## src/sps_pkg.sv

```systemverilog
// ----------------------------------------------------------------------------
// sps_pkg
// Types, codes and coil tables shared by the stepper phase sequencer.
// ----------------------------------------------------------------------------
package sps_pkg;

    // channel select width; the block serves at most two motors
    localparam int CH_W = 1;

    localparam logic [1:0] FUNC_TICK   = 2'd0;
    localparam logic [1:0] FUNC_START  = 2'd1;
    localparam logic [1:0] FUNC_STOP   = 2'd2;
    localparam logic [1:0] FUNC_PERIOD = 2'd3;

    localparam logic [1:0] MODE_WAVE = 2'd0;
    localparam logic [1:0] MODE_FULL = 2'd1;
    localparam logic [1:0] MODE_HALF = 2'd2;

    localparam logic [2:0] TOP_HALF = 3'd7;
    localparam logic [2:0] TOP_FOUR = 3'd3;

    localparam logic [3:0] WAVE_TAB [4] = '{4'h1, 4'h2, 4'h4, 4'h8};
    localparam logic [3:0] FULL_TAB [4] = '{4'h3, 4'h6, 4'hC, 4'h9};
    localparam logic [3:0] HALF_TAB [8] = '{4'h1, 4'h3, 4'h2, 4'h6,
                                           4'h4, 4'hC, 4'h8, 4'h9};

    typedef enum logic {
        ST_IDLE,
        ST_TICK
    } t_state;

    typedef struct packed {
        logic            apply;   // command item accepted this cycle
        logic            visit;   // process channel chan of a tick
        logic [CH_W-1:0] chan;
    } t_dp_cmd;

    typedef struct packed {
        logic out_free;           // result register can take a new item
    } t_dp_stat;

    function automatic logic [2:0] top_of(input logic [1:0] mode);
        return (mode == MODE_HALF) ? TOP_HALF : TOP_FOUR;
    endfunction

    // code 3 falls back to full step
    function automatic logic [3:0] pattern_of(input logic [1:0] mode,
                                              input logic [2:0] idx);
        logic [3:0] pat;
        case (mode)
            MODE_WAVE: pat = WAVE_TAB[idx[1:0]];
            MODE_HALF: pat = HALF_TAB[idx];
            default:   pat = FULL_TAB[idx[1:0]];
        endcase
        return pat;
    endfunction

endpackage

```

## src/sps_if.sv

```systemverilog
// ----------------------------------------------------------------------------
// sps_if
// Valid/ready channels for command/tick items and per-channel results.
// ----------------------------------------------------------------------------
interface sps_in_if;
    logic        valid;
    logic        ready;
    logic [1:0]  func;
    logic        unit;
    logic [31:0] step_count;
    logic        direction;
    logic [31:0] step_period;

    modport source (output valid, func, unit, step_count, direction, step_period,
                    input ready);
    modport sink   (input valid, func, unit, step_count, direction, step_period,
                    output ready);
endinterface

interface sps_out_if;
    logic       valid;
    logic       ready;
    logic       channel;
    logic [3:0] coils;
    logic       stepped;
    logic       busy_res;
    logic       last;

    modport source (output valid, channel, coils, stepped, busy_res, last,
                    input ready);
    modport sink   (input valid, channel, coils, stepped, busy_res, last,
                    output ready);
endinterface

```

## src/sps_regs.sv

```systemverilog
// ----------------------------------------------------------------------------
// sps_regs
// APB register file holding the stepping mode of each motor.
// ----------------------------------------------------------------------------
module sps_regs
    import sps_pkg::*;
(
    input  logic        i_clk,
    input  logic        i_rst_n,
    input  logic        psel,
    input  logic        penable,
    input  logic        pwrite,
    input  logic [2:0]  paddr,
    input  logic [31:0] pwdata,
    output logic [31:0] prdata,
    output logic        pready,
    output logic [1:0]  o_mode0,
    output logic [1:0]  o_mode1
);

    logic [1:0] r_mode0;
    logic [1:0] r_mode1;
    logic       w_wr;

    assign pready = 1'b1;
    assign w_wr   = psel & penable & pwrite & pready;

    always_ff @(posedge i_clk) begin
        if (!i_rst_n) begin
            r_mode0 <= MODE_FULL;
            r_mode1 <= MODE_FULL;
        end else if (w_wr) begin
            if (paddr[2]) begin
                r_mode1 <= pwdata[1:0];
            end else begin
                r_mode0 <= pwdata[1:0];
            end
        end
    end

    assign prdata  = {30'd0, (paddr[2] ? r_mode1 : r_mode0)};
    assign o_mode0 = r_mode0;
    assign o_mode1 = r_mode1;

endmodule

```

## src/sps_ctrl.sv

```systemverilog
// ----------------------------------------------------------------------------
// sps_ctrl
// Sequencer: takes items, walks tick channels one per cycle while out_free.
// ----------------------------------------------------------------------------
module sps_ctrl
    import sps_pkg::*;
#(
    parameter int MOTORS = 2
)
(
    input  logic       i_clk,
    input  logic       i_rst_n,
    input  logic       i_valid,
    input  logic [1:0] i_func,
    output logic       o_ready,
    input  t_dp_stat   i_stat,
    output t_dp_cmd    o_cmd
);

    t_state          r_state;
    t_state          n_state;
    logic [CH_W-1:0] r_chan;
    logic [CH_W-1:0] n_chan;
    logic            w_acc;

    always_ff @(posedge i_clk) begin
        if (!i_rst_n) begin
            r_state <= ST_IDLE;
            r_chan  <= '0;
        end else begin
            r_state <= n_state;
            r_chan  <= n_chan;
        end
    end

    always_comb begin
        n_state     = r_state;
        n_chan      = r_chan;
        o_ready     = 1'b0;
        o_cmd.apply = 1'b0;
        o_cmd.visit = 1'b0;
        o_cmd.chan  = r_chan;
        w_acc       = 1'b0;
        case (r_state)
            ST_IDLE: begin
                o_ready = 1'b1;
                w_acc   = i_valid;
                if (w_acc) begin
                    if (i_func == FUNC_TICK) begin
                        n_state = ST_TICK;
                        n_chan  = '0;
                    end else begin
                        o_cmd.apply = 1'b1;
                    end
                end
            end
            ST_TICK: begin
                if (i_stat.out_free) begin
                    o_cmd.visit = 1'b1;
                    if (r_chan == CH_W'(MOTORS - 1)) begin
                        n_state = ST_IDLE;
                        n_chan  = '0;
                    end else begin
                        n_chan = r_chan + 1'b1;
                    end
                end
            end
            default: begin
                n_state = ST_IDLE;
                n_chan  = '0;
            end
        endcase
    end

endmodule

```

## src/sps_dp.sv

```systemverilog
// ----------------------------------------------------------------------------
// sps_dp
// Per-channel step state, coil lookup and the result register.
// ----------------------------------------------------------------------------
module sps_dp
    import sps_pkg::*;
#(
    parameter int MOTORS = 2
)
(
    input  logic        i_clk,
    input  logic        i_rst_n,
    input  t_dp_cmd     i_cmd,
    output t_dp_stat    o_stat,
    input  logic [1:0]  i_func,
    input  logic        i_unit,
    input  logic [31:0] i_step_count,
    input  logic        i_direction,
    input  logic [31:0] i_step_period,
    input  logic [1:0]  i_mode0,
    input  logic [1:0]  i_mode1,
    output logic        o_valid,
    input  logic        i_ready,
    output logic        o_channel,
    output logic [3:0]  o_coils,
    output logic        o_stepped,
    output logic        o_busy,
    output logic        o_last
);

    logic [31:0] r_rem    [MOTORS];
    logic [31:0] r_ticks  [MOTORS];
    logic [31:0] r_period [MOTORS];
    logic [2:0]  r_phase  [MOTORS];
    logic        r_dir    [MOTORS];
    logic [3:0]  r_hold   [MOTORS];

    logic        w_step  [MOTORS];
    logic [3:0]  w_coils [MOTORS];
    logic        w_busy  [MOTORS];

    logic        r_out_valid;
    logic        r_out_chan;
    logic [3:0]  r_out_coils;
    logic        r_out_step;
    logic        r_out_busy;
    logic        r_out_last;

    logic        n_coils_step;
    logic [3:0]  n_coils;
    logic        n_busy;

    for (genvar c = 0; c < MOTORS; c++) begin : g_ch
        logic [1:0] w_mode;
        logic [2:0] w_top;
        logic [2:0] w_idx;
        logic [2:0] w_nidx;
        logic [3:0] w_pat;
        logic       w_sel;
        logic       w_hit;

        assign w_mode = ((c % 2) == 1) ? i_mode1 : i_mode0;
        assign w_top  = top_of(w_mode);
        assign w_idx  = r_phase[c] & w_top;
        assign w_pat  = pattern_of(w_mode, w_idx);
        assign w_sel  = i_cmd.visit && (i_cmd.chan == CH_W'(c));
        assign w_hit  = i_cmd.apply && (i_unit == CH_W'(c));

        always_comb begin
            if (!r_dir[c]) begin
                w_nidx = (w_idx == w_top) ? 3'd0 : w_idx + 3'd1;
            end else begin
                w_nidx = (w_idx == 3'd0) ? w_top : w_idx - 3'd1;
            end
        end

        assign w_step[c]  = (r_ticks[c] >= r_period[c]) && (r_rem[c] != 32'd0);
        assign w_coils[c] = w_step[c] ? w_pat : r_hold[c];
        // steps left after this tick
        assign w_busy[c]  = w_step[c] ? (r_rem[c] != 32'd1) : (r_rem[c] != 32'd0);

        always_ff @(posedge i_clk) begin
            if (!i_rst_n) begin
                r_rem[c]    <= '0;
                r_ticks[c]  <= '0;
                r_period[c] <= '0;
                r_phase[c]  <= '0;
                r_dir[c]    <= 1'b0;
                r_hold[c]   <= '0;
            end else if (w_hit) begin
                case (i_func)
                    FUNC_START: begin
                        r_rem[c] <= i_step_count;
                        r_dir[c] <= i_direction;
                    end
                    FUNC_STOP:   r_rem[c]    <= '0;
                    FUNC_PERIOD: r_period[c] <= i_step_period;
                    default: ;
                endcase
            end else if (w_sel) begin
                if (w_step[c]) begin
                    r_hold[c]  <= w_pat;
                    r_phase[c] <= w_nidx;
                    r_rem[c]   <= r_rem[c] - 32'd1;
                    r_ticks[c] <= '0;
                end else if (r_ticks[c] != 32'hFFFF_FFFF) begin
                    r_ticks[c] <= r_ticks[c] + 32'd1;
                end
            end
        end
    end

    always_comb begin
        n_coils_step = 1'b0;
        n_coils      = '0;
        n_busy       = 1'b0;
        for (int c = 0; c < MOTORS; c++) begin
            if (i_cmd.chan == CH_W'(c)) begin
                n_coils_step = w_step[c];
                n_coils      = w_coils[c];
                n_busy       = w_busy[c];
            end
        end
    end

    assign o_stat.out_free = !r_out_valid || i_ready;

    always_ff @(posedge i_clk) begin
        if (!i_rst_n) begin
            r_out_valid <= 1'b0;
        end else if (i_cmd.visit) begin
            r_out_valid <= 1'b1;
        end else if (i_ready) begin
            r_out_valid <= 1'b0;
        end
    end

    always_ff @(posedge i_clk) begin
        if (i_cmd.visit) begin
            r_out_chan  <= i_cmd.chan[0];
            r_out_coils <= n_coils;
            r_out_step  <= n_coils_step;
            r_out_busy  <= n_busy;
            r_out_last  <= (i_cmd.chan == CH_W'(MOTORS - 1));
        end
    end

    assign o_valid   = r_out_valid;
    assign o_channel = r_out_chan;
    assign o_coils   = r_out_coils;
    assign o_stepped = r_out_step;
    assign o_busy    = r_out_busy;
    assign o_last    = r_out_last;

endmodule

```

## src/stepper_phase_sequencer_unit.sv

```systemverilog
// ----------------------------------------------------------------------------
// stepper_phase_sequencer_unit
// Unipolar stepper sequencer with wave, full and half step coil tables.
// ----------------------------------------------------------------------------
// Start, stop and set-period command items are taken and give no result. A
// tick item makes one result per motor, channel 0 first, with last set on the
// final channel; the sequencer visits one channel per cycle, while the result
// side is not stalling, through a single result register, and the accept and
// one visit per channel complete before the next item is taken. The mode
// registers sit at byte address 0 (motor 0) and 4 (motor 1) and reset to full
// step; mode code 3 acts as full step.
module stepper_phase_sequencer_unit
    import sps_pkg::*;
#(
    parameter int MOTORS = 2
)
(
    input  logic        i_clk,
    input  logic        i_rst_n,
    sps_in_if.sink      i_in,
    sps_out_if.source   o_out,
    input  logic        psel,
    input  logic        penable,
    input  logic        pwrite,
    input  logic [2:0]  paddr,
    input  logic [31:0] pwdata,
    output logic [31:0] prdata,
    output logic        pready
);

    logic [1:0] w_mode0;
    logic [1:0] w_mode1;
    t_dp_cmd    w_cmd;
    t_dp_stat   w_stat;

    sps_regs u_regs (
        .i_clk   (i_clk),
        .i_rst_n (i_rst_n),
        .psel    (psel),
        .penable (penable),
        .pwrite  (pwrite),
        .paddr   (paddr),
        .pwdata  (pwdata),
        .prdata  (prdata),
        .pready  (pready),
        .o_mode0 (w_mode0),
        .o_mode1 (w_mode1)
    );

    sps_ctrl #(.MOTORS(MOTORS)) u_ctrl (
        .i_clk   (i_clk),
        .i_rst_n (i_rst_n),
        .i_valid (i_in.valid),
        .i_func  (i_in.func),
        .o_ready (i_in.ready),
        .i_stat  (w_stat),
        .o_cmd   (w_cmd)
    );

    sps_dp #(.MOTORS(MOTORS)) u_dp (
        .i_clk         (i_clk),
        .i_rst_n       (i_rst_n),
        .i_cmd         (w_cmd),
        .o_stat        (w_stat),
        .i_func        (i_in.func),
        .i_unit        (i_in.unit),
        .i_step_count  (i_in.step_count),
        .i_direction   (i_in.direction),
        .i_step_period (i_in.step_period),
        .i_mode0       (w_mode0),
        .i_mode1       (w_mode1),
        .o_valid       (o_out.valid),
        .i_ready       (o_out.ready),
        .o_channel     (o_out.channel),
        .o_coils       (o_out.coils),
        .o_stepped     (o_out.stepped),
        .o_busy        (o_out.busy_res),
        .o_last        (o_out.last)
    );

endmodule

```

## src/flat_wrapper.sv

```systemverilog
// flat-port wrapper written by rule: the top's interface ports become plain ports
module stepper_phase_sequencer_unit_flat import sps_pkg::*;
#(
    parameter int MOTORS = 2
)
  (i_clk, i_rst_n, psel, penable, pwrite, paddr, pwdata, prdata, pready, i_in_valid, i_in_func, i_in_unit, i_in_step_count, i_in_direction, i_in_step_period, i_in_ready, o_out_valid, o_out_channel, o_out_coils, o_out_stepped, o_out_busy_res, o_out_last, o_out_ready);
  sps_in_if i_in_i ();
  sps_out_if o_out_i ();
  input  logic i_clk;
  input  logic i_rst_n;
  input  logic psel;
  input  logic penable;
  input  logic pwrite;
  input  logic [2:0] paddr;
  input  logic [31:0] pwdata;
  output logic [31:0] prdata;
  output logic pready;
  input wire logic [$bits(i_in_i.valid)-1:0] i_in_valid;
  input wire logic [$bits(i_in_i.func)-1:0] i_in_func;
  input wire logic [$bits(i_in_i.unit)-1:0] i_in_unit;
  input wire logic [$bits(i_in_i.step_count)-1:0] i_in_step_count;
  input wire logic [$bits(i_in_i.direction)-1:0] i_in_direction;
  input wire logic [$bits(i_in_i.step_period)-1:0] i_in_step_period;
  output wire logic [$bits(i_in_i.ready)-1:0] i_in_ready;
  output wire logic [$bits(o_out_i.valid)-1:0] o_out_valid;
  output wire logic [$bits(o_out_i.channel)-1:0] o_out_channel;
  output wire logic [$bits(o_out_i.coils)-1:0] o_out_coils;
  output wire logic [$bits(o_out_i.stepped)-1:0] o_out_stepped;
  output wire logic [$bits(o_out_i.busy_res)-1:0] o_out_busy_res;
  output wire logic [$bits(o_out_i.last)-1:0] o_out_last;
  input wire logic [$bits(o_out_i.ready)-1:0] o_out_ready;
  assign i_in_i.valid = i_in_valid;
  assign i_in_i.func = i_in_func;
  assign i_in_i.unit = i_in_unit;
  assign i_in_i.step_count = i_in_step_count;
  assign i_in_i.direction = i_in_direction;
  assign i_in_i.step_period = i_in_step_period;
  assign i_in_ready = i_in_i.ready;
  assign o_out_valid = o_out_i.valid;
  assign o_out_channel = o_out_i.channel;
  assign o_out_coils = o_out_i.coils;
  assign o_out_stepped = o_out_i.stepped;
  assign o_out_busy_res = o_out_i.busy_res;
  assign o_out_last = o_out_i.last;
  assign o_out_i.ready = o_out_ready;
  stepper_phase_sequencer_unit #(.MOTORS(MOTORS)) u_core (.i_clk(i_clk), .i_rst_n(i_rst_n), .i_in(i_in_i), .o_out(o_out_i), .psel(psel), .penable(penable), .pwrite(pwrite), .paddr(paddr), .pwdata(pwdata), .prdata(prdata), .pready(pready));
endmodule
```

## config.mk

```make
export PLATFORM = sky130hd
export DESIGN_NAME = stepper_phase_sequencer_unit_flat
export DESIGN_NICKNAME = d
export VERILOG_FILES = /design/src/sps_pkg.sv /design/src/sps_if.sv /design/src/sps_regs.sv /design/src/sps_ctrl.sv /design/src/sps_dp.sv /design/src/stepper_phase_sequencer_unit.sv /design/src/flat_wrapper.sv
export SDC_FILE = /design/constraint.sdc
export NUM_CORES = 1
export LEC_CHECK = 0
export CAP_MARGIN = 40
export CORE_MARGIN = 2
export CORE_UTILIZATION = 45
export DETAILED_ROUTE_END_ITERATION = 8
export DONT_BUFFER_PORTS = 1
export GPL_TIMING_DRIVEN = 0
export PLACE_DENSITY = 0.61
export SLEW_MARGIN = 30
export SYNTH_ARGS = -nofsm -noshare
export SYNTH_HDL_FRONTEND = slang
export SYNTH_SLANG_ARGS = --single-unit
```

## constraint.sdc

```tcl
create_clock -name i_clk -period 4.4 [get_ports i_clk]
set_clock_uncertainty 0.2 [all_clocks]
set_input_delay 0 -clock i_clk [delete_from_list [all_inputs] [get_ports i_clk]]
set_output_delay 0 -clock i_clk [all_outputs]
set_load 0.02 [all_outputs]
```

After elaboration in Yosys (flattened, before gate mapping)

Memory sizes are Yosys's and may differ from the RTL's.
Index checks and enable logic that the tools add are counted.

Add/sub/neg operators: 9
$mul: 0
Div/mod/pow operators: 0
$lt $le $gt $ge: 6
Equal/unequal tests: 14
Shifts and indexed selects: 0
Muxes and demuxes: 114
Bitwise operators: 30
Reductions and logical operators: 19

Operator list:

| cell                    | count |
|---|---|
| $mux W32                | 12 |
| $mux W4                 | 17 |
| $mux W1                 | 66 |
| $add A32 B1 Y32 const B | 2 |
| $ge A32 B32 Y1          | 2 |
| $ne A32 B1 Y1 const B   | 2 |
| $ne A32 B32 Y1 const B  | 2 |
| $reduce_bool A32 Y1     | 2 |
| $sub A32 B1 Y32 const B | 2 |
| $bmux W4 S2             | 4 |
| $mux W3                 | 10 |
| $or A1 B1 Y1            | 18 |
| $pmux W4 S2             | 2 |
| $eq A2 B2 Y1 const B    | 4 |
| $ge A4 B4 Y1 const B    | 2 |
| $not A3 Y4              | 2 |
| $add A3 B1 Y3 const B   | 2 |
| $and A3 B3 Y3           | 2 |
| $eq A3 B3 Y1            | 2 |
| $ge A3 B3 Y1 const B    | 2 |
| $logic_and A1 B1 Y1     | 6 |
| $logic_not A2 Y1        | 3 |
| $logic_not A3 Y1        | 2 |
| $ne A2 B2 Y1 const B    | 3 |
| 13 further kinds        | 21 |

Register bits after elaboration: 14
Bits in latches: 0
RAM bits: 208
Memory bits (read-only): 64
Input bits: 110
Output and inout bits: 43
Word-level logic and storage cells: 209
Memories: 8

Memories:

| name                 | depth | bits a word | rd ports | clocked after Yosys merged registers in | wr ports | line          | text |
|---|---|---|---|---|---|---|---|
| u_core.u_dp.r_period | 2     | 32          | 2        | 0                                       | 2        | sps_dp.sv:33  | `logic [31:0] r_period [MOTORS];` |
| u_core.u_dp.r_rem    | 2     | 32          | 2        | 0                                       | 2        | sps_dp.sv:31  | `logic [31:0] r_rem [MOTORS];` |
| u_core.u_dp.r_ticks  | 2     | 32          | 2        | 0                                       | 2        | sps_dp.sv:32  | `logic [31:0] r_ticks [MOTORS];` |
| (name not given)     | 8     | 4           | 1        | 0                                       | 0        | sps_pkg.sv:52 | `MODE_HALF: pat = HALF_TAB[idx];` |
| (name not given)     | 8     | 4           | 1        | 0                                       | 0        | sps_pkg.sv:52 |  |
| u_core.u_dp.r_hold   | 2     | 4           | 2        | 0                                       | 2        | sps_dp.sv:36  | `logic [3:0] r_hold [MOTORS];` |
| 2 more memories      | -     | -           | -        | -                                       | -        | -             |  |

Longest topological paths before layout

Gate-level depths: netlist of the first run.

Word-level depth: 11
Mapped depth: 11
Depth with buffers taken out: 9

Modules after synthesis

A second synthesis of the first run with hierarchy kept.

Cell total of the unflattened synthesis: 1285
Area total of the unflattened synthesis: 13356.6 µm²

Modules (own cells, without submodules):

| module   | times used | cells an instance | area each (µm²) | sequential area each (µm²) |
|---|---|---|---|---|
| sps_dp   | 1          | 1222              | 12787.3         | 6466.2 |
| sps_regs | 1          | 51                | 449.2           | 80.1 |
| sps_ctrl | 1          | 12                | 120.1           | 40.0 |

Worst setup path after synthesis of the first run

No wires, ideal clock.

Path type: reg-to-reg
From: memory u_core.u_dp.r_ticks[1][21]
To: memory u_core.u_dp.r_rem[1][0] (enable)
Arrival: 2.897 ns
Data required time: 3.542 ns
Slack: 0.645 ns
Cell stages (with the launch flop): 9
Path buffers: 0
Clock period less this slack: 3.755 ns
Cells stage by stage: edfxtp_1 > ha_1 > a21oi_1 > o21ai_0 > a221oi_1 > o211ai_1 > o21ai_2 > o21a_1 > o21ai_0

RTL lines:

| element            | line |
|---|---|
| start: declaration | sps_dp.sv:32 |
| end: declaration   | sps_dp.sv:31 |

==> results of run 1 <==
## power groups by stage
stage	Clock (W)	Combinational [W]	Sequential (W)
after global placement	0	0.000427	0.00258
after global routing	0.00210	0.000609	0.00254
after floorplan	0	0.000352	0.00255
after detailed placement	0	0.000461	0.00257
final	0.00198	0.000546	0.00253
after CTS	0.00202	0.000542	0.00253
## sequential cells by signal, summed over array words and instances (netlist names)
| signal | count |
|---|---|
| u_core.u_ctrl.r_chan | 1 |
| u_core.u_dp.o_stepped | 1 |
| u_core.u_dp.r_ticks | 64 |
| u_core.u_dp.r_dir | 2 |
| u_core.u_dp.r_rem | 64 |
| u_core.u_dp.o_valid | 1 |
| u_core.u_dp.o_last | 1 |
| u_core.u_dp.o_coils | 4 |
| u_core.u_regs.o_mode0 | 2 |
| u_core.u_dp.r_period | 64 |
| u_core.u_dp.r_hold | 8 |
| u_core.u_ctrl.r_state | 1 |
| u_core.u_dp.o_busy | 1 |
| u_core.u_dp.r_phase | 6 |
| u_core.u_regs.o_mode1 | 2 |
## cells in the mapped netlist, types with 2 or more instances
cell       instances  area (µm²)
a21oi_1           36       180.2
buf_2              5       25.02
ha_1              84        1051
o21a_1             4       30.03
o21ai_0           86       430.4
xnor2_1           64       560.5
buf_4             33       247.7
o21ai_2            4       35.03
nor4_1            21       131.4
mux2_2             5       56.30
nor3_1            23       115.1
clkbuf_2           2       10.01
a21o_1             5       37.54
o21ai_1            2       10.01
a311oi_1           3       26.28
mux2i_1           12       120.1
or4_1              6       45.04
and3_1            15       93.84
nand4_1           25       156.4
dfxtp_1            8       160.2
a211oi_1          14       105.1
a31oi_1            5       31.28
edfxtp_1         214        6426
o2111ai_1          2       17.52
nor4_2             2       25.02
inv_1             92       345.3
nor2_1           128       480.5
and4_1             8       70.07
nand2b_1          12       75.07
clkbuf_1          21       78.83
nand3_1           34       170.2
nor2_2            10       62.56
buf_6              4       45.04
conb_1             2       7.510
a22oi_1            4       30.03
nand2_1          132       495.5
o221ai_1           2       17.52
nor3b_1            3       22.52
and2_1            66       412.9
nand4b_1           2       17.52
xor2_1            55       481.7
or3_1              3       18.77
nor2b_1           15       93.84
nand3b_1           2       15.01
## routing by layer
layer	vias to the layer above	wire (µm)
li1	4807	-
met1	4547	13620
met4	2	824
met2	191	14450
met5	-	13
met3	53	1239
## kinds of logic (layout without fill, tap and decap cells)
family / count (synthesis) / after routing
and+or+nand+nor: 515 / 515
DFF: 222 / 222
AOI/OAI and AO/OA: 178 / 178
buffers and inverters: 158 / 299
xor gates and xnor gates: 119 / 119
adders and majority gates: 84 / 84
muxes: 17 / 17
other: 2 / 32
## repair_timing
item,in CTS,in global routing
hold buffers,90,0
gates resized for setup,0,0
endpoints found under the hold margin,224,0
## final timing paths
| kind | from | endpoint | slack, ns | depth (start not counted) |
|---|---|---|---|---|
| setup reg to reg | u_core.u_dp.r_ticks[1][29] | u_core.u_dp.r_ticks[1][1] | 0.27 | 10 |
| setup / recovery | u_core.u_dp.r_ticks[1][29] | u_core.u_dp.r_ticks[1][1] | 0.27 | 10 |
| hold reg to reg | u_core.u_ctrl.r_chan | u_core.u_dp.o_last | 0.37 | 0 |
| hold / removal | paddr[2] | prdata[1] | 0.0007 | 1 |
## per-stage QoR
step | cell area [µm²] | power (W) | TNS (ns)
finish | 15730 | 0.005053 | 0
global placement | 13870 | 0.003006 | -68.73
detailed placement | 14030 | 0.003032 | 0
CTS | 15700 | 0.005094 | 0
global route | 15730 | 0.005249 | 0
floorplan | 13390 | 0.002904 | 0
## cell type report
| type | count | area share, % |
|---|---|---|
| diodes | 1 | 0.01591 |
| clock buffers | 31 | 4.391 |
| inverters | 93 | 2.219 |
| clock inverters | 15 | 0.4614 |
| multi-input cells | 944 | 38.80 |
| well taps | 384 | 3.055 |
| flip-flops and latches | 222 | 41.87 |
| repair buffers | 95 | 6.603 |
| plain buffers | 65 | 2.585 |
==> impl_metrics.csv, run 1 <==
group,metric,value,unit
synth,synth_area,13280,µm²
timing,rsz0062_at_grt,"false",
power_and_ir_drop,powerDensity,321.3,nW/µm²
finish,fin_util,54.50,%
global_route,met2_usage,33.42,%
synth,yosys_warnings,0,
placed_design,dp_worst_setup_slack,0.2631,ns
floorplan,core_area,28860,µm²
power_and_ir_drop,seqPwrFrac,50.1,%
route,first_iter_violations,620,
critical_path,critical_path.max_fanout,17,
power_and_ir_drop,combPwrFrac,10.8,%
synth,synth_ff_type,"edfxtp_1",
clock_tree,htreeDepth,1,
critical_path,cp_cell_sequence,"ha_1 > nand4_1 > nor4_1 > nand2_1 > a31oi_1 > o21ai_2 > o2111ai_1 > buf_2 > nand2_2 > buf_16",
placed_design,dp.cells,1712,
power_and_ir_drop,clockPowerShare,39.1,%
finish,final_cell_mix,"edfxtp_1, nand2_1, nor2_1",
synth,synth_fa_ha_area_share,7.916,%
critical_path,cp-end-kind,"flip-flop",
critical_path,crit_family,"simple AND/OR/NAND/NOR gates",
route,drcViolationCount,0,
timing,slew_viol_final,0,
critical_path,critPathSlowestCell,"nor4_1",
synth,yosysSeqAreaShare,49.60,%
route,drt-total-wl,30150,µm
synth,yosysUniqueCellTypes,64,
critical_path,max_stage_delay,0.51,ns
floorplan,die_h,175.8,µm
global_route,grt_pass1_vias,9456,
route,wl_per_cell,16.30,µm
timing,fmax,0.2420,GHz
critical_path,required,4.49,ns
synth,avgSynthCellArea,10.25,µm²
min_path,holdCritPathClass,"input port to output port",
critical_path,start_kind,"flip-flop",
timing,worst_pin_slew,0.8272,ns
power_and_ir_drop,p_sw_share,25.03,%
synth,ys_seq_elements,222,
job,max_cap_viol_count,0,
critical_path,path_class,"flip-flop to flip-flop",
finish,seq_area,6586,µm²
synth,synthCells,1295,
clock_tree,clockRootBuffer,"clkbuf_16",
floorplan,rows,62,
global_route,antenna_found_initial,2,
floorplan,die-area,30900,µm²
clock_tree,cts_buffer_depth,3,
power_and_ir_drop,leakagePower,5.897,nW
timing,fin_crit,4.132,ns
timing,finalCritPeriodShare,93.90,%
critical_path,crit_arrival,4.22,ns
route,drtAntennaViolNets,0,
synth,synth_top_family_by_area,"simple AND/OR/NAND/NOR gates",
finish,layout_commonest_cell,"edfxtp_1",
global_route,grt_max_degree,33,
route,vias_per_cell,5.189,
synth,synth-compound-area-share,8.019,%
timing,setup_slack,0.2683,ns
clock_tree,cts.sinks,222,
clock_tree,cts_tree,"built",
outcome,status,"finished clean",
placed_design,dpl.hpwl,21720,µm
placed_design,port_buffers,0,
finish,multi_input_area,6102,µm²
clock_tree,insertion_delay,0.54,ns
route,via_count,9600,
global_route,grt_pass1_wl,48610,µm
floorplan,start_util,46.01,%
synth,muxShareOfSynthArea,1.329,%
clock_tree,clk_pin_slew,0.06,ns
placed_design,gp_congestion,0.8515,
floorplan,io_pins,153,
global_route,grt_usage,19.56,%
global_route,grtUsageMet1,25.76,%
timing,finalSetupViolCount,0,
synth,async_flop_share,0,%
critical_path,cp.buffers_inverters,2,
synth,synth_simple_gate_area_share,19.53,%
finish,area_delta_synth_final,18.46,%
finish,final_layout_size_suffix_gt1_share,7.918,%
clock_tree,cts_buffers,27,
global_route,grt_use_met3,2.944,%
clock_tree,post-cts-setup-buffers,0,
synth,synth_edf_count,214,
finish,instances_no_fill,1850,
power_and_ir_drop,p_switching,0.001265,W
route,drtPass1Iterations,5,
power_and_ir_drop,vdd_drop_max,0.2706,mV
finish,nFillCells,2575,
timing,hold-worst-slack,0.0007142,ns
power_and_ir_drop,p_int,0.003788,W
timing,max_slew_margin,44.34,%
floorplan,fp.dieW,175.8,µm
synth,synth-xor-area-share,7.850,%
finish,final_nets,1642,
global_route,busiest_layer,"met2",
timing,hold_violations,0,
global_route,grt_overflow,0,
Note: power is estimated with default switching activity, not from simulation.
==> inputs of run 2 (changes only) <==
- CORE_UTILIZATION: 45 -> 50
- PLACE_DENSITY: 0.61 -> 0.66
- clock period: 4.4 -> 3.91 ns (I/O delays scaled with it)
==> run 2 against run 1 <==
Effect of this change:
- hold slack gained 0.0025 ns
- sequential share of layout area decreased by 0.24 points
- non-clock buffer count decreased by 3
- count of clock-buffer cells in the layout grew 2
- combinational power rose by 12%
- final cell count shrank 2.7%
- utilization is 6.2 points higher
- power rose by 19%
- largest cell class unchanged
==> impl_metrics.csv, run 2 (synthesis results as in run 1) <==
group,metric,value,unit
outcome,status,"finished clean",
critical_path,critical_path.max_fanout,17,
global_route,met2_usage,36.25,%
critical_path,r2r_cells,8,
power_and_ir_drop,leakagePower,5.949,nW
critical_path,r2r_slack,0.12,ns
route,drtAntennaViolNets,0,
clock_tree,htreeDepth,1,
clock_tree,cts_buffers,26,
placed_design,port_buffers,0,
global_route,grt_pass1_vias,9541,
critical_path,path_class,"flip-flop to flip-flop",
finish,fin_util,60.70,%
finish,final_nets,1638,
critical_path,startpoint,"u_core.u_dp.r_rem[0][14]",
global_route,busiest_layer,"met2",
placed_design,dp.cells,1663,
route,drt-total-wl,30160,µm
critical_path,crit_arrival,3.87,ns
critical_path,crit_end,"u_core.u_dp.r_rem[0][31]",
critical_path,start_kind,"flip-flop",
floorplan,die-area,27880,µm²
route,wl_per_cell,16.76,µm
critical_path,r2r-start,"u_core.u_dp.r_rem[0][14]",
floorplan,start_util,50.95,%
finish,layout_commonest_cell,"edfxtp_1",
route,drtPass1Iterations,7,
global_route,grt_usage,21.36,%
critical_path,required,3.99,ns
timing,fmax,0.2637,GHz
finish,final_layout_size_suffix_gt1_share,8.817,%
finish,area_delta_synth_final,19.14,%
power_and_ir_drop,powerDensity,381.2,nW/µm²
timing,hold_violations,0,
min_path,holdCritPathClass,"input port to output port",
clock_tree,clockRootBuffer,"clkbuf_16",
global_route,grt_pass1_wl,48420,µm
finish,final_cell_mix,"edfxtp_1, nand2_1, nor2_1",
global_route,grt_use_met3,3.636,%
route,vias_per_cell,5.418,
job,max_cap_viol_count,0,
power_and_ir_drop,vdd_drop_max,0.3713,mV
timing,worst_pin_slew,0.8651,ns
route,drcViolationCount,0,
timing,fin_crit,3.792,ns
global_route,grt_overflow,0,
timing,slew_viol_final,0,
floorplan,core_area,26060,µm²
floorplan,fp.dieW,167.0,µm
timing,finalCritPeriodShare,96.98,%
clock_tree,cts_buffer_depth,3,
timing,max_slew_margin,41.88,%
timing,finalSetupViolCount,0,
global_route,grt_max_degree,33,
finish,top_regs,"u_core.u_dp.r_period (64), u_core.u_dp.r_rem (64), u_core.u_dp.r_ticks (64)",
route,first_iter_violations,728,
clock_tree,cts_tree,"built",
floorplan,io_pins,153,
clock_tree,post-cts-setup-buffers,0,
placed_design,dpl.hpwl,21630,µm
global_route,antenna_found_initial,2,
clock_tree,cts.sinks,222,
power_and_ir_drop,power,0.006030,W
floorplan,die_h,167.0,µm
critical_path,reg2reg_to,"u_core.u_dp.r_rem[0][31]",
finish,instances_no_fill,1800,
placed_design,gp_congestion,0.8120,
global_route,grtUsageMet1,28.17,%
critical_path,cp-end-kind,"flip-flop",
clock_tree,insertion_delay,0.53,ns
floorplan,rows,59,
route,via_count,9753,
clock_tree,clk_pin_slew,0.06,ns
[run 2: layout make-up]
| class | count | area, µm² |
|---|---|---|
| Fill cell | 2156 | 10240 |
| Sequential cell | 222 | 6586 |
| Multi-Input combinational cell | 944 | 6155 |
| Timing Repair Buffer | 92 | 991.0 |
| Clock buffer | 33 | 696.9 |
| Tap cell | 335 | 419.2 |
| Buffer | 65 | 406.6 |
| Inverter | 93 | 349.1 |
| Clock inverter | 14 | 210.2 |
| Antenna cell | 2 | 5.005 |
[run 2: stage by stage]
| step | TNS [ns] | cell area (µm²) | setup slack [ns] | hold slack (ns) |
|---|---|---|---|---|
| after global routing | -0.0009144 | 15820 | -0.0009144 | 0.003032 |
| final | 0 | 15820 | 0.1183 | 0.003232 |
| after detailed placement | -7.149 | 13970 | -0.2251 | -0.05978 |
| after CTS | 0 | 15770 | 0.009352 | 0.002618 |
| after global placement | -141.03 | 13810 | -1.053 | -0.05978 |
| after floorplan | 0 | 13390 | 0.1549 | -0.07489 |
[run 2: report_power, final]
part / total (W) / internal (W) / switching, W
Combinational: 0.000613 / 0.000273 / 0.000341
Sequential: 0.00285 / 0.00274 / 0.000112
Clock: 0.00257 / 0.00159 / 0.000977
Total: 0.00603 / 0.00460 / 0.00143
[run 2: worst max-delay path, cell delays in order (launching register included)]
cell      delay (ns)
edfxtp_1        0.47
or4_4           0.59
nor4_2          0.23
or4b_4          0.57
nor3_4          0.33
a31oi_4         0.13
a21o_1          0.37
o21bai_4        0.38
buf_16          0.24
[run 2: how the worst min path moves through the flow]
stage | start | end | slack, ns | cells past startpoint
after global routing | paddr[2] | prdata[0] | 0.003 | 1
after floorplan | pwdata[0] | u_core.u_regs.o_mode0[0] | -0.07 | 2
after CTS | paddr[2] | prdata[1] | 0.003 | 1
final | paddr[2] | prdata[0] | 0.003 | 1
after detailed placement | pwdata[0] | u_core.u_regs.o_mode1[0] | -0.06 | 2
after global placement | i_in_direction | u_core.u_dp.r_dir[1] | -0.06 | 2
[run 2: repair_timing]
action	4_1_cts	5_1_grt
endpoints found under the setup margin	64	86
hold endpoints to repair	225	0
cloned	0	0
pin swaps	0	0
hold buffers	88	0
gates resized for setup	2	7
[run 2: routing by layer]
| layer | up-vias | part of all wire (%) |
|---|---|---|
| li1 | 4812 | - |
| met1 | 4618 | 44 |
| met2 | 267 | 48 |
| met3 | 56 | 5.3 |
| met4 | 0 | 2.7 |
| met5 | - | 0 |
==> inputs of run 3 (changes only) <==
- SYNTH_HIERARCHICAL: default -> 1
==> run 3 against run 2 <==
Effect of this change:
- the run now ends with design-rule violations left
- highest routed layer unchanged
- critical path type unchanged
- hold slack got worse by 0.0020 ns
- global-route usage increased by 0.55 points
- largest power group unchanged
- maximum frequency increased by 0.85%
- power decreased by 5.7%
==> impl_metrics.csv, run 3 <==
group,metric,value,unit
outcome,status,"complete, but fails checks",
outcome,violations,"design-rule violations",
floorplan,rows,59,
timing,setup_slack,0.1504,ns
route,wl_per_cell,16.95,µm
clock_tree,cts_tree,"built",
min_path,holdCritStartpoint,"paddr[2]",
critical_path,critPathSlowestCell,"or4_4",
finish,final_cell_mix,"edfxtp_1, nand2_1, nor2_1",
clock_tree,insertion_delay,0.52,ns
timing,worst_pin_slew,0.7719,ns
clock_tree,clk_pin_slew,0.06,ns
synth,yosys_warnings,6,
power_and_ir_drop,clockPowerShare,39.2,%
critical_path,crit_top_cell,"buf_4",
timing,fin_setup_tns,0,ns
global_route,grt_pass1_vias,9590,
timing,slew_viol_final,0,
synth,synth_fa_ha_area_share,7.869,%
route,vias_per_cell,5.366,
global_route,grt_overflow,0,
route,drtAntennaViolNets,0,
power_and_ir_drop,p_switching,0.001377,W
critical_path,cp-end-kind,"flip-flop",
floorplan,die-area,28040,µm²
min_path,holdCritPathClass,"input port to output port",
finish,fin_util,60.69,%
power_and_ir_drop,combPwrFrac,10.7,%
power_and_ir_drop,p_int,0.004310,W
job,max_cap_viol_count,0,
placed_design,dp.cells,1664,
placed_design,dpl.hpwl,22120,µm
power_and_ir_drop,vdd_drop_max,0.3513,mV
synth,muxShareOfSynthArea,2.070,%
critical_path,critical_path.max_fanout,10,
power_and_ir_drop,p_sw_share,24.21,%
global_route,grt_pass1_wl,49910,µm
route,drt-total-wl,30620,µm
synth,avgSynthCellArea,10.39,µm²
synth,synthCells,1285,
critical_path,start_kind,"flip-flop",
critical_path,r2r-start,"u_core/u_dp/r_rem[1][0]",
power_and_ir_drop,powerDensity,358.6,nW/µm²
floorplan,die_h,167.4,µm
route,drtPass1Iterations,7,
global_route,antenna_found_initial,4,
min_path,hold_path_end,"prdata[0]",
timing,rsz0062_at_grt,"false",
finish,top_regs,"u_core/u_dp/r_period (64), u_core/u_dp/r_rem (64), u_core/u_dp/r_ticks (64)",
synth,synth_top_area_share,48.11,%
timing,hold_violations,0,
critical_path,max_stage_delay,0.56,ns
synth,synth_edf_count,214,
critical_path,path_class,"flip-flop to flip-flop",
global_route,grt_max_degree,33,
synth,yosysSeqAreaShare,49.31,%
floorplan,fp.dieW,167.4,µm
clock_tree,cts_buffers,25,
synth,synth.top_cells.by_count,"edfxtp_1, nand2_1, nor2_1",
synth,synth_simple_gate_area_share,20.09,%
timing,fin_crit,3.760,ns
critical_path,reg2reg_to,"u_core/u_dp/r_rem[1][15]",
route,first_iter_violations,602,
synth,synth_area,13360,µm²
critical_path,r2r_cells,12,
timing,max_slew_margin,48.36,%
clock_tree,htreeDepth,1,
clock_tree,cts_buffer_depth,3,
route,drcViolationCount,9,
placed_design,dp_worst_setup_slack,-0.3883,ns
finish,final_nets,1645,
timing,finalSetupViolCount,0,
synth,ys_top_cells_by_area,"edfxtp_1, ha_1, xor2_1",
finish,instances_no_fill,1807,
synth,async_flop_share,0,%
critical_path,required,3.98,ns
power_and_ir_drop,seqPwrFrac,50.1,%
synth,synth_top_family_by_area,"simple AND/OR/NAND/NOR gates",
synth,yosysUniqueCellTypes,66,
min_path,whs_path_depth,1,
synth,ys_seq_elements,222,
critical_path,cp.buffers_inverters,4,
placed_design,port_buffers,0,
synth,yosysMostFrequentCell,"edfxtp_1",
synth,synth_ff_type,"edfxtp_1",
power_and_ir_drop,leakagePower,5.929,nW
route,via_count,9697,
floorplan,io_pins,153,
clock_tree,clockRootBuffer,"clkbuf_16",
critical_path,crit_arrival,3.83,ns
placed_design,gp_congestion,0.8881,
power_and_ir_drop,power,0.005687,W
global_route,grt_usage,21.91,%
finish,area_delta_synth_final,18.74,%
synth,synth-compound-area-share,7.363,%
clock_tree,cts.sinks,222,
critical_path,r2r_slack,0.15,ns
floorplan,start_util,51.11,%
finish,nFillCells,2213,
critical_path,cp_cell_sequence,"inv_1 > ha_1 > or3b_4 > or4_4 > nor2_4 > nand3b_1 > o21ai_4 > or2_4 > buf_4 > o211ai_1 > buf_4 > buf_2",
synth,yosysTopAreaCell,"edfxtp_1",
finish,layout_commonest_cell,"edfxtp_1",
finish,final_layout_size_suffix_gt1_share,9.741,%
synth,synth-xor-area-share,7.803,%
timing,fmax,0.2660,GHz
critical_path,crit_family,"simple AND/OR/NAND/NOR gates",
timing,finalCritPeriodShare,96.15,%
floorplan,core_area,26130,µm²
run 3: changes by cell type after synthesis, moves of 10 or more:
cell,delta
mux2i_1,+10
nor2_2,-10
a21oi_1,-10
o21ai_0,-13
o21ai_1,+12
run 3: cell families after synthesis:
| logic type | after synthesis |
|---|---|
| AOI/OAI and AO/OA | 165 |
| xor gates and xnor gates | 119 |
| adders and majority gates | 84 |
| buffers and inverters | 151 |
| DFF | 222 |
| muxes | 27 |
| other | 2 |
| and+or+nand+nor | 515 |
run 3: how the worst max path moves through the flow:
stage,start,end,slack (ns),cells after the start
floorplan,u_core/u_dp/r_ticks[0][26],u_core/u_dp/r_rem[0][0],-0.009,9
global placement,u_core/u_dp/r_ticks[1][29],u_core/u_dp/r_ticks[1][10],-1.51,8
detailed placement,u_core/u_dp/r_ticks[0][26],u_core/u_dp/r_rem[0][17],-0.39,11
CTS,u_core/u_dp/r_ticks[0][25],u_core/u_dp/r_rem[0][18],0.03,11
global route,u_core/u_dp/r_ticks[0][25],u_core/u_dp/r_rem[0][18],0.007,11
finish,u_core/u_dp/r_rem[1][0],u_core/u_dp/r_rem[1][15],0.15,12
run 3: per-layer routing:
layer / routed length, µm / up-vias / global-route usage, %
li1: - / 4817 / -
met1: 14230 / 4605 / 30.57
met2: 14210 / 238 / 36.46
met3: 1677 / 37 / 3.427
met4: 503 / 0 / 4.650
met5: 0 / - / 0
run 3: layout make-up:
| cell class | instances | area, µm² | share of cell area (%) |
|---|---|---|---|
| flip-flops and latches | 222 | 6586 | 41.53 |
| multi-input cells | 941 | 6264 | 39.49 |
| repair buffers | 110 | 1089 | 6.863 |
| clock buffers | 29 | 640.6 | 4.039 |
| well taps | 335 | 419.2 | 2.643 |
| plain buffers | 67 | 410.4 | 2.588 |
| inverters | 84 | 315.3 | 1.988 |
| clock inverters | 15 | 126.4 | 0.7968 |
| diodes | 4 | 10.01 | 0.06311 |
run 3: repair_timing:
action	CTS	global route
buffers inserted	8	1
pin swaps	0	1
resized for setup	4	4
setup endpoints to repair	73	46
hold endpoints to repair	210	0
hold buffers	86	0
run 3: power by group through the flow:
| stage | clock network, W | logic [W] | registers (W) |
|---|---|---|---|
| global route | 0.00237 | 0.000676 | 0.00286 |
| finish | 0.00223 | 0.000609 | 0.00285 |
| global placement | 0 | 0.000462 | 0.00290 |
| floorplan | 0 | 0.000383 | 0.00287 |
| detailed placement | 0 | 0.000499 | 0.00289 |
| CTS | 0.00228 | 0.000603 | 0.00285 |
run 3: stage by stage:
stage	instance area (µm²)	hold WS, ns
2_1_floorplan	13520	-0.08240
3_3_place_gp	13940	-0.07358
3_5_place_dp	14120	-0.07165
4_1_cts	15830	0.0002134
5_1_grt	15860	0.005684
6_report	15860	0.001234
